--- src/rtl/lkvc_pkg.sv ---
// Shared types and constants for the LRU key-value cache.
// No dependencies; used by every module of the block.
`timescale 1ns / 1ps

package lkvc_pkg;

    localparam int KEY_W       = 32;
    localparam int DATA_W      = 32;
    localparam int CAP_W       = 5;
    localparam int ENTRIES_DEF = 16;

    localparam logic [CAP_W-1:0]  CAP_RESET  = 5'd16;
    localparam logic [DATA_W-1:0] MISS_VALUE = {DATA_W{1'b1}};   // -1

    typedef enum logic {
        CMD_GET = 1'b0,
        CMD_PUT = 1'b1
    } cmd_t;

    // Recency update issued for one request; at most one bit is set.
    typedef struct packed {
        logic hit_touch;   // existing entry becomes most recent
        logic evict;       // least recent entry is replaced
        logic insert;      // next free slot is filled
    } lru_op_t;

endpackage

--- src/rtl/lkvc_tag_array.sv ---
// Key store and parallel key compare for the LRU key-value cache.
// Depends on lkvc_pkg.
`timescale 1ns / 1ps

module lkvc_tag_array #(
    parameter int ENTRIES = lkvc_pkg::ENTRIES_DEF
) (
    input  logic                       aclk,
    input  logic [lkvc_pkg::KEY_W-1:0] lookup_key,
    input  logic [ENTRIES-1:0]         entry_valid,
    input  logic                       wr_en,
    input  logic [((ENTRIES > 1) ? $clog2(ENTRIES) : 1)-1:0] wr_idx,
    input  logic [lkvc_pkg::KEY_W-1:0] wr_key,
    output logic [ENTRIES-1:0]         hit_onehot,
    output logic                       hit,
    output logic [((ENTRIES > 1) ? $clog2(ENTRIES) : 1)-1:0] hit_idx
);

    localparam int IDX_W = (ENTRIES > 1) ? $clog2(ENTRIES) : 1;

    logic [lkvc_pkg::KEY_W-1:0] key_reg [ENTRIES];

    always_ff @(posedge aclk) begin
        if (wr_en) begin
            key_reg[wr_idx] <= wr_key;
        end
    end

    // Valid keys are unique, so at most one lane matches.
    always_comb begin
        hit_idx = '0;
        for (int i = 0; i < ENTRIES; i++) begin
            hit_onehot[i] = entry_valid[i] && (key_reg[i] == lookup_key);
            hit_idx       = hit_idx | (IDX_W'(i) & {IDX_W{hit_onehot[i]}});
        end
    end

    assign hit = |hit_onehot;

endmodule

--- src/rtl/lkvc_lru.sv ---
// Valid bits, recency ranks and occupancy of the LRU key-value cache.
// Depends on lkvc_pkg (lru_op_t).
`timescale 1ns / 1ps

module lkvc_lru #(
    parameter int ENTRIES = lkvc_pkg::ENTRIES_DEF
) (
    input  logic                      aclk,
    input  logic                      aresetn,
    input  lkvc_pkg::lru_op_t         op,
    input  logic [ENTRIES-1:0]        hit_onehot,
    output logic [ENTRIES-1:0]        entry_valid,
    output logic [$clog2(ENTRIES+1)-1:0] occupied,
    output logic [((ENTRIES > 1) ? $clog2(ENTRIES) : 1)-1:0] victim_idx,
    output logic [((ENTRIES > 1) ? $clog2(ENTRIES) : 1)-1:0] free_idx
);

    localparam int IDX_W = (ENTRIES > 1) ? $clog2(ENTRIES) : 1;
    localparam int CNT_W = $clog2(ENTRIES + 1);

    logic [IDX_W-1:0] rank_reg  [ENTRIES];
    logic [IDX_W-1:0] rank_next [ENTRIES];
    logic [ENTRIES-1:0] valid_reg, valid_next;
    logic [CNT_W-1:0]   occ_reg, occ_next;

    logic [IDX_W-1:0]   lru_rank;
    logic [IDX_W-1:0]   hit_rank;
    logic [IDX_W-1:0]   old_rank;
    logic [ENTRIES-1:0] victim_onehot;
    logic [ENTRIES-1:0] free_onehot;
    logic [ENTRIES-1:0] target;

    // Ranks of valid entries always form 0..occupied-1, so the least
    // recent entry is the one holding rank occupied-1.
    assign lru_rank = IDX_W'(occ_reg - CNT_W'(1));

    // Entries are never freed, so they fill from index 0 upward.
    assign free_idx = IDX_W'(occ_reg);

    always_comb begin
        victim_idx = '0;
        hit_rank   = '0;
        for (int i = 0; i < ENTRIES; i++) begin
            victim_onehot[i] = valid_reg[i] && (rank_reg[i] == lru_rank);
            free_onehot[i]   = (occ_reg == CNT_W'(i));
            victim_idx       = victim_idx | (IDX_W'(i) & {IDX_W{victim_onehot[i]}});
            hit_rank         = hit_rank | (rank_reg[i] & {IDX_W{hit_onehot[i]}});
        end
    end

    always_comb begin
        target   = '0;
        old_rank = hit_rank;
        if (op.hit_touch) begin
            target = hit_onehot;
        end else if (op.evict) begin
            target   = victim_onehot;
            old_rank = lru_rank;
        end else if (op.insert) begin
            target = free_onehot;
        end
    end

    // An insert promotes a slot that was empty: every valid entry ages.
    always_comb begin
        valid_next = valid_reg;
        occ_next   = occ_reg + CNT_W'(op.insert);
        for (int i = 0; i < ENTRIES; i++) begin
            rank_next[i] = rank_reg[i];
            if (target[i]) begin
                rank_next[i]  = '0;
                valid_next[i] = 1'b1;
            end else if (valid_reg[i] && (op.insert || rank_reg[i] < old_rank)) begin
                rank_next[i] = rank_reg[i] + IDX_W'(1);
            end
        end
    end

    always_ff @(posedge aclk) begin
        if (!aresetn) begin
            valid_reg <= '0;
            occ_reg   <= '0;
            for (int i = 0; i < ENTRIES; i++) begin
                rank_reg[i] <= '0;
            end
        end else if (op.hit_touch || op.evict || op.insert) begin
            valid_reg <= valid_next;
            occ_reg   <= occ_next;
            for (int i = 0; i < ENTRIES; i++) begin
                rank_reg[i] <= rank_next[i];
            end
        end
    end

    assign entry_valid = valid_reg;
    assign occupied    = occ_reg;

endmodule

--- src/rtl/lru_key_value_cache_core.sv ---
// Top level of the LRU key-value cache: request register, value memory,
// command decode and result register. Depends on lkvc_pkg, lkvc_tag_array
// and lkvc_lru.
// Throughput: one request per cycle unless m_ready stalls the result register;
// all keys compare and all ranks update at once, and the result is registered.
// Reset: clears valid bits, ranks, occupancy and handshake state, and sets
// capacity to 16; key and value stores are not cleared, so no clearing pass.
`timescale 1ns / 1ps

module lru_key_value_cache_core #(
    parameter int ENTRIES = lkvc_pkg::ENTRIES_DEF
) (
    input  logic                        aclk,
    input  logic                        aresetn,

    input  logic                        cfg_wr_en,
    input  logic [lkvc_pkg::CAP_W-1:0]  cfg_wr_data,

    input  logic                        s_valid,
    output logic                        s_ready,
    input  logic                        s_command,
    input  logic [lkvc_pkg::KEY_W-1:0]  s_key,
    input  logic [lkvc_pkg::DATA_W-1:0] s_value,

    output logic                        m_valid,
    input  logic                        m_ready,
    output logic                        m_found,
    output logic [lkvc_pkg::DATA_W-1:0] m_read_value,
    output logic                        m_evicted
);

    localparam int IDX_W = (ENTRIES > 1) ? $clog2(ENTRIES) : 1;
    localparam int CNT_W = $clog2(ENTRIES + 1);
    localparam int CMP_W = (CNT_W > lkvc_pkg::CAP_W) ? CNT_W : lkvc_pkg::CAP_W;

    // request register
    logic                        in_valid_reg;
    lkvc_pkg::cmd_t              in_cmd_reg;
    logic [lkvc_pkg::KEY_W-1:0]  in_key_reg;
    logic [lkvc_pkg::DATA_W-1:0] in_value_reg;

    // result register
    logic                        out_valid_reg;
    logic                        out_found_reg;
    logic                        out_evicted_reg;
    logic                        out_rd_sel_reg;
    logic [lkvc_pkg::DATA_W-1:0] rd_data_reg;

    logic [lkvc_pkg::CAP_W-1:0]  capacity_reg;

    logic [lkvc_pkg::DATA_W-1:0] value_mem [ENTRIES];

    logic                 fire;
    logic                 is_put;
    logic                 full;
    logic [CMP_W-1:0]     cap_ext;
    logic [CMP_W-1:0]     eff_cap;
    logic [ENTRIES-1:0]   hit_onehot;
    logic                 hit;
    logic [IDX_W-1:0]     hit_idx;
    logic [ENTRIES-1:0]   entry_valid;
    logic [CNT_W-1:0]     occupied;
    logic [IDX_W-1:0]     victim_idx;
    logic [IDX_W-1:0]     free_idx;
    logic [IDX_W-1:0]     slot;
    lkvc_pkg::lru_op_t    op;

    assign fire    = in_valid_reg && (!out_valid_reg || m_ready);
    assign s_ready = !in_valid_reg || fire;
    assign is_put  = (in_cmd_reg == lkvc_pkg::CMD_PUT);

    // capacity of zero acts as one, above ENTRIES acts as ENTRIES
    assign cap_ext = CMP_W'(capacity_reg);
    always_comb begin
        if (cap_ext == '0) begin
            eff_cap = CMP_W'(1);
        end else if (cap_ext > CMP_W'(ENTRIES)) begin
            eff_cap = CMP_W'(ENTRIES);
        end else begin
            eff_cap = cap_ext;
        end
    end
    assign full = (CMP_W'(occupied) >= eff_cap);

    always_comb begin
        op.hit_touch = fire && hit;
        op.evict     = fire && !hit && is_put && full;
        op.insert    = fire && !hit && is_put && !full;
    end

    always_comb begin
        if (hit) begin
            slot = hit_idx;
        end else if (full) begin
            slot = victim_idx;
        end else begin
            slot = free_idx;
        end
    end

    lkvc_tag_array #(
        .ENTRIES(ENTRIES)
    ) u_tags (
        .aclk        (aclk),
        .lookup_key  (in_key_reg),
        .entry_valid (entry_valid),
        .wr_en       (op.evict || op.insert),
        .wr_idx      (slot),
        .wr_key      (in_key_reg),
        .hit_onehot  (hit_onehot),
        .hit         (hit),
        .hit_idx     (hit_idx)
    );

    lkvc_lru #(
        .ENTRIES(ENTRIES)
    ) u_lru (
        .aclk        (aclk),
        .aresetn     (aresetn),
        .op          (op),
        .hit_onehot  (hit_onehot),
        .entry_valid (entry_valid),
        .occupied    (occupied),
        .victim_idx  (victim_idx),
        .free_idx    (free_idx)
    );

    // every put writes its value: hit, eviction or fresh slot
    always_ff @(posedge aclk) begin
        if (fire && is_put) begin
            value_mem[slot] <= in_value_reg;
        end
        if (fire) begin
            rd_data_reg <= value_mem[hit_idx];
        end
    end

    always_ff @(posedge aclk) begin
        if (!aresetn) begin
            capacity_reg <= lkvc_pkg::CAP_RESET;
        end else if (cfg_wr_en) begin
            capacity_reg <= cfg_wr_data;
        end
    end

    always_ff @(posedge aclk) begin
        if (!aresetn) begin
            in_valid_reg <= 1'b0;
        end else if (s_ready) begin
            in_valid_reg <= s_valid;
        end
    end

    always_ff @(posedge aclk) begin
        if (s_ready && s_valid) begin
            in_cmd_reg   <= lkvc_pkg::cmd_t'(s_command);
            in_key_reg   <= s_key;
            in_value_reg <= s_value;
        end
    end

    always_ff @(posedge aclk) begin
        if (!aresetn) begin
            out_valid_reg <= 1'b0;
        end else if (fire) begin
            out_valid_reg <= 1'b1;
        end else if (m_ready) begin
            out_valid_reg <= 1'b0;
        end
    end

    always_ff @(posedge aclk) begin
        if (fire) begin
            out_found_reg   <= hit;
            out_evicted_reg <= op.evict;
            out_rd_sel_reg  <= hit && !is_put;
        end
    end

    assign m_valid      = out_valid_reg;
    assign m_found      = out_found_reg;
    assign m_evicted    = out_evicted_reg;
    assign m_read_value = out_rd_sel_reg ? rd_data_reg : lkvc_pkg::MISS_VALUE;

endmodule

--- config.mk ---
export PLATFORM = sky130hd
export DESIGN_NAME = lru_key_value_cache_core
export DESIGN_NICKNAME = d
export VERILOG_FILES = /design/src/rtl/lkvc_pkg.sv /design/src/rtl/lkvc_tag_array.sv /design/src/rtl/lkvc_lru.sv /design/src/rtl/lru_key_value_cache_core.sv
export SDC_FILE = /design/constraint.sdc
export NUM_CORES = 2
export LEC_CHECK = 0
export ABC_AREA = 1
export BUFFER_PORTS_ARGS = -buffer_cell sky130_fd_sc_hd__clkbuf_2
export CAP_MARGIN = 20
export CORE_MARGIN = 5
export CORE_UTILIZATION = 59
export DETAILED_ROUTE_END_ITERATION = 10
export PLACE_DENSITY = 0.76
export SLEW_MARGIN = 20
export SYNTH_ARGS = -nofsm -noshare
export SYNTH_HDL_FRONTEND = slang
export SYNTH_SLANG_ARGS = --single-unit
--- constraint.sdc ---
create_clock -name aclk -period 7.55 [get_ports aclk]
set_input_delay 1.1325 -clock aclk [delete_from_list [all_inputs] [get_ports aclk]]
set_output_delay 1.1325 -clock aclk [all_outputs]
set_load 0.02 [all_outputs]
==> impl_metrics.tcl <==
set metrics [dict create \
    run_status "complete, no violations" \
    synth_edf_count 1188 \
    multiInputGateArea_um2 15530 \
    slew_violations 0 \
    vias 38334 \
    netlist.area_leader.share 0.6482 \
    die_area_um2 99490 \
    synth_cells 4983 \
    cp_max_fo 23 \
    cts_buffer_depth 3 \
    drive_gt1_frac 0.09832 \
    async_reset_ff_frac 0 \
    wl_met1_um 57350 \
    dr.pass1.iters 5 \
    io_buffers 110 \
    p_total_mw 13.93 \
    syn_avg_cell_area_um2 11.04 \
    final_util 0.6521 \
    finalNetCount 5239 \
    num-fill-cells 6687 \
    synthFlopType "edfxtp_1" \
    mostFrequentLayoutCells "nand2_1 (1456), edfxtp_1 (1188), inv_1 (568)" \
    leakagePower_nw 23.37 \
    period_minus_slack_ns 5.738 \
    synth_area_leaders "edfxtp_1 (65%), nand2_1 (9.9%), inv_1 (3.9%)" \
    clk_pin_slew_ns 0.06 \
    synth_top_area_cell "edfxtp_1" \
    setup_tns_ns 0 \
    cp-start-kind "flop" \
    post_dp_cell_area_um2 56910 \
    tightestPinTransition_ns 1.204 \
    layout_commonest_cell "nand2_1" \
    grt_pass1_vias 36951 \
    wl_per_cell_um 23.36 \
    yosysWarnings 0 \
    top_layer_used "met5" \
    final.setup_skew_ns 0.02420 \
    die_w_um 315.4 \
    critical_path_arrival_ns 6.15 \
    drt_iter0_drc 5151 \
    antenna_found_initial 6 \
    worstHoldPathType "flop to flop" \
    cts_tree "done" \
    dp_hpwl_um 90090 \
    required_ns 7.96 \
    cellPowerDensity_nw_per_um2 229.9 \
    cts-root-buf "clkbuf_16" \
    ys_types 53 \
    seqCellArea_um2 36230 \
    timing.fmax_ghz 0.1743 \
    track_usage 0.2985 \
    grt_max_degree 257 \
    totalWireLength_um 150500 \
    coreArea_um2 92910 \
    critical_path_class "flop to flop" \
    clk_latency_ns 0.71 \
    slew_headroom 0.1766 \
    final_hold_viol_count 0 \
    drc 0 \
    ir_drop_mv 0.2539 \
    wl_met3_um 17970 \
    clock-sinks 1216 \
    grt_first_pass_wirelength_um 224800 \
    postCtsSetupBuffers 0 \
    cts_buffers 116 \
    final_cell_area_um2 60590 \
    maxCapViolCount 0 \
    syn_to_final_growth_pct 10.08 \
    placementRows 112 \
    cts_max_level 3 \
    endpoint_kind "flop" \
    grt_overflow 0 \
    initial_utilization 0.5924 \
    syn-num-nets 5134 \
    fp.dieH_um 315.4 \
    rsz0062_at_grt "no" \
    routed_via_density 5.950 \
    ctsHoldBuffers 0 \
    cts_resized 0 \
    syn_area_um2 55040 \
    place.gp.congestion 0.9631 \
    ys_seq_elements 1216 \
    synth_seq_area_share 0.6584 \
    setup_viol_count_final 0 \
    ant_nets 0 \
    wl_met2_um 68860 \
    post-route-period-util 0.7600 \
    ios 111 \
]
## area by class of cell
| type | instances | area share |
|---|---|---|
| tap | 1254 | 0.02590 |
| timing repair buffer | 194 | 0.02078 |
| multi-input combinational | 2941 | 0.2564 |
| antenna | 2 | 0.00008261 |
| inverter | 619 | 0.03872 |
| clock buffer | 142 | 0.04985 |
| clock inverter | 75 | 0.01022 |
| sequential | 1216 | 0.5981 |
## cell usage after synthesis (6+ instances only)
cell and n:
a211oi_1 6, a21oi_1 94, a21oi_2 7, a221oi_1 12, a22o_1 6, buf_1 13
buf_2 62, buf_4 26, buf_6 27, clkbuf_1 79, dfxtp_1 28, edfxtp_1 1188
ha_1 76, inv_1 574, inv_2 40, nand2_1 1457, nand2_2 13, nand3_1 95
nand3_2 13, nand4_1 81, nor2_1 320, nor3_1 25, nor4_1 6, o211ai_1 136
o211ai_2 7, o21ai_0 111, o21ai_1 27, o221ai_1 145, o22ai_1 53, or2_0 10
or2_1 11, xnor2_1 146, xor2_1 47
## final timing paths
kind,startpoint,endpoint,slack [ns],depth (start not counted)
worst max-delay path,u_lru.occupied[0]$_SDFFE_PN0P_,value_mem[1][8]$_DFFE_PP_,1.81,14
worst min-delay path,m_valid$_SDFFE_PN0P_,m_valid$_SDFFE_PN0P_,0.55,2
worst max register to register,u_lru.occupied[0]$_SDFFE_PN0P_,value_mem[1][8]$_DFFE_PP_,1.81,14
worst min register to register,m_valid$_SDFFE_PN0P_,m_valid$_SDFFE_PN0P_,0.55,2
## layer usage
metal  GRT usage  up-vias
li1            -    17239
met1      0.4188    18296
met2      0.4660     2411
met3     0.06148      382
met4      0.1176        6
met5           0        -
## stage by stage
stage	setup WS (ns)	hold slack, ns	instances
floorplan	1.956	0.4625	4983
global placement	1.794	0.4957	6221
detailed placement	2.051	0.5340	6223
CTS	2.019	0.5475	6440
global route	1.662	0.5793	6442
finish	1.812	0.5459	6443
## cells by family (layout without fill, tap and decap cells)
logic type | count (synthesis) | after routing | synth area share
xor+xnor | 194 | 194 | 0.03121
other cells | 0 | 2 | 0
fa+ha+maj | 76 | 76 | 0.01728
buf+inv | 826 | 1030 | 0.06338
compound gates | 612 | 612 | 0.07641
flops | 1216 | 1216 | 0.6584
simple gates | 2059 | 2059 | 0.1533
## report_power, final
| group | internal, mW | switching [mW] |
|---|---|---|
| Sequential | 7.50 | 0.117 |
| Clock | 3.14 | 2.50 |
| Combinational | 0.191 | 0.479 |
| Total | 10.8 | 3.09 |
## critical path: stages (launching register included)
cell       delay [ns]
dfxtp_1          0.30
buf_4            0.22
inv_2            0.41
ha_1             0.24
or2_1            0.09
and2_1           0.83
xor2_1           0.12
a2111oi_0        1.04
nor3_1           0.18
nand3_1          0.16
nand2_1          0.09
nand2_1          0.10
nand2_1          0.37
nor2_4           0.90
buf_4            0.35
Power figures use the tool's default switching activity.
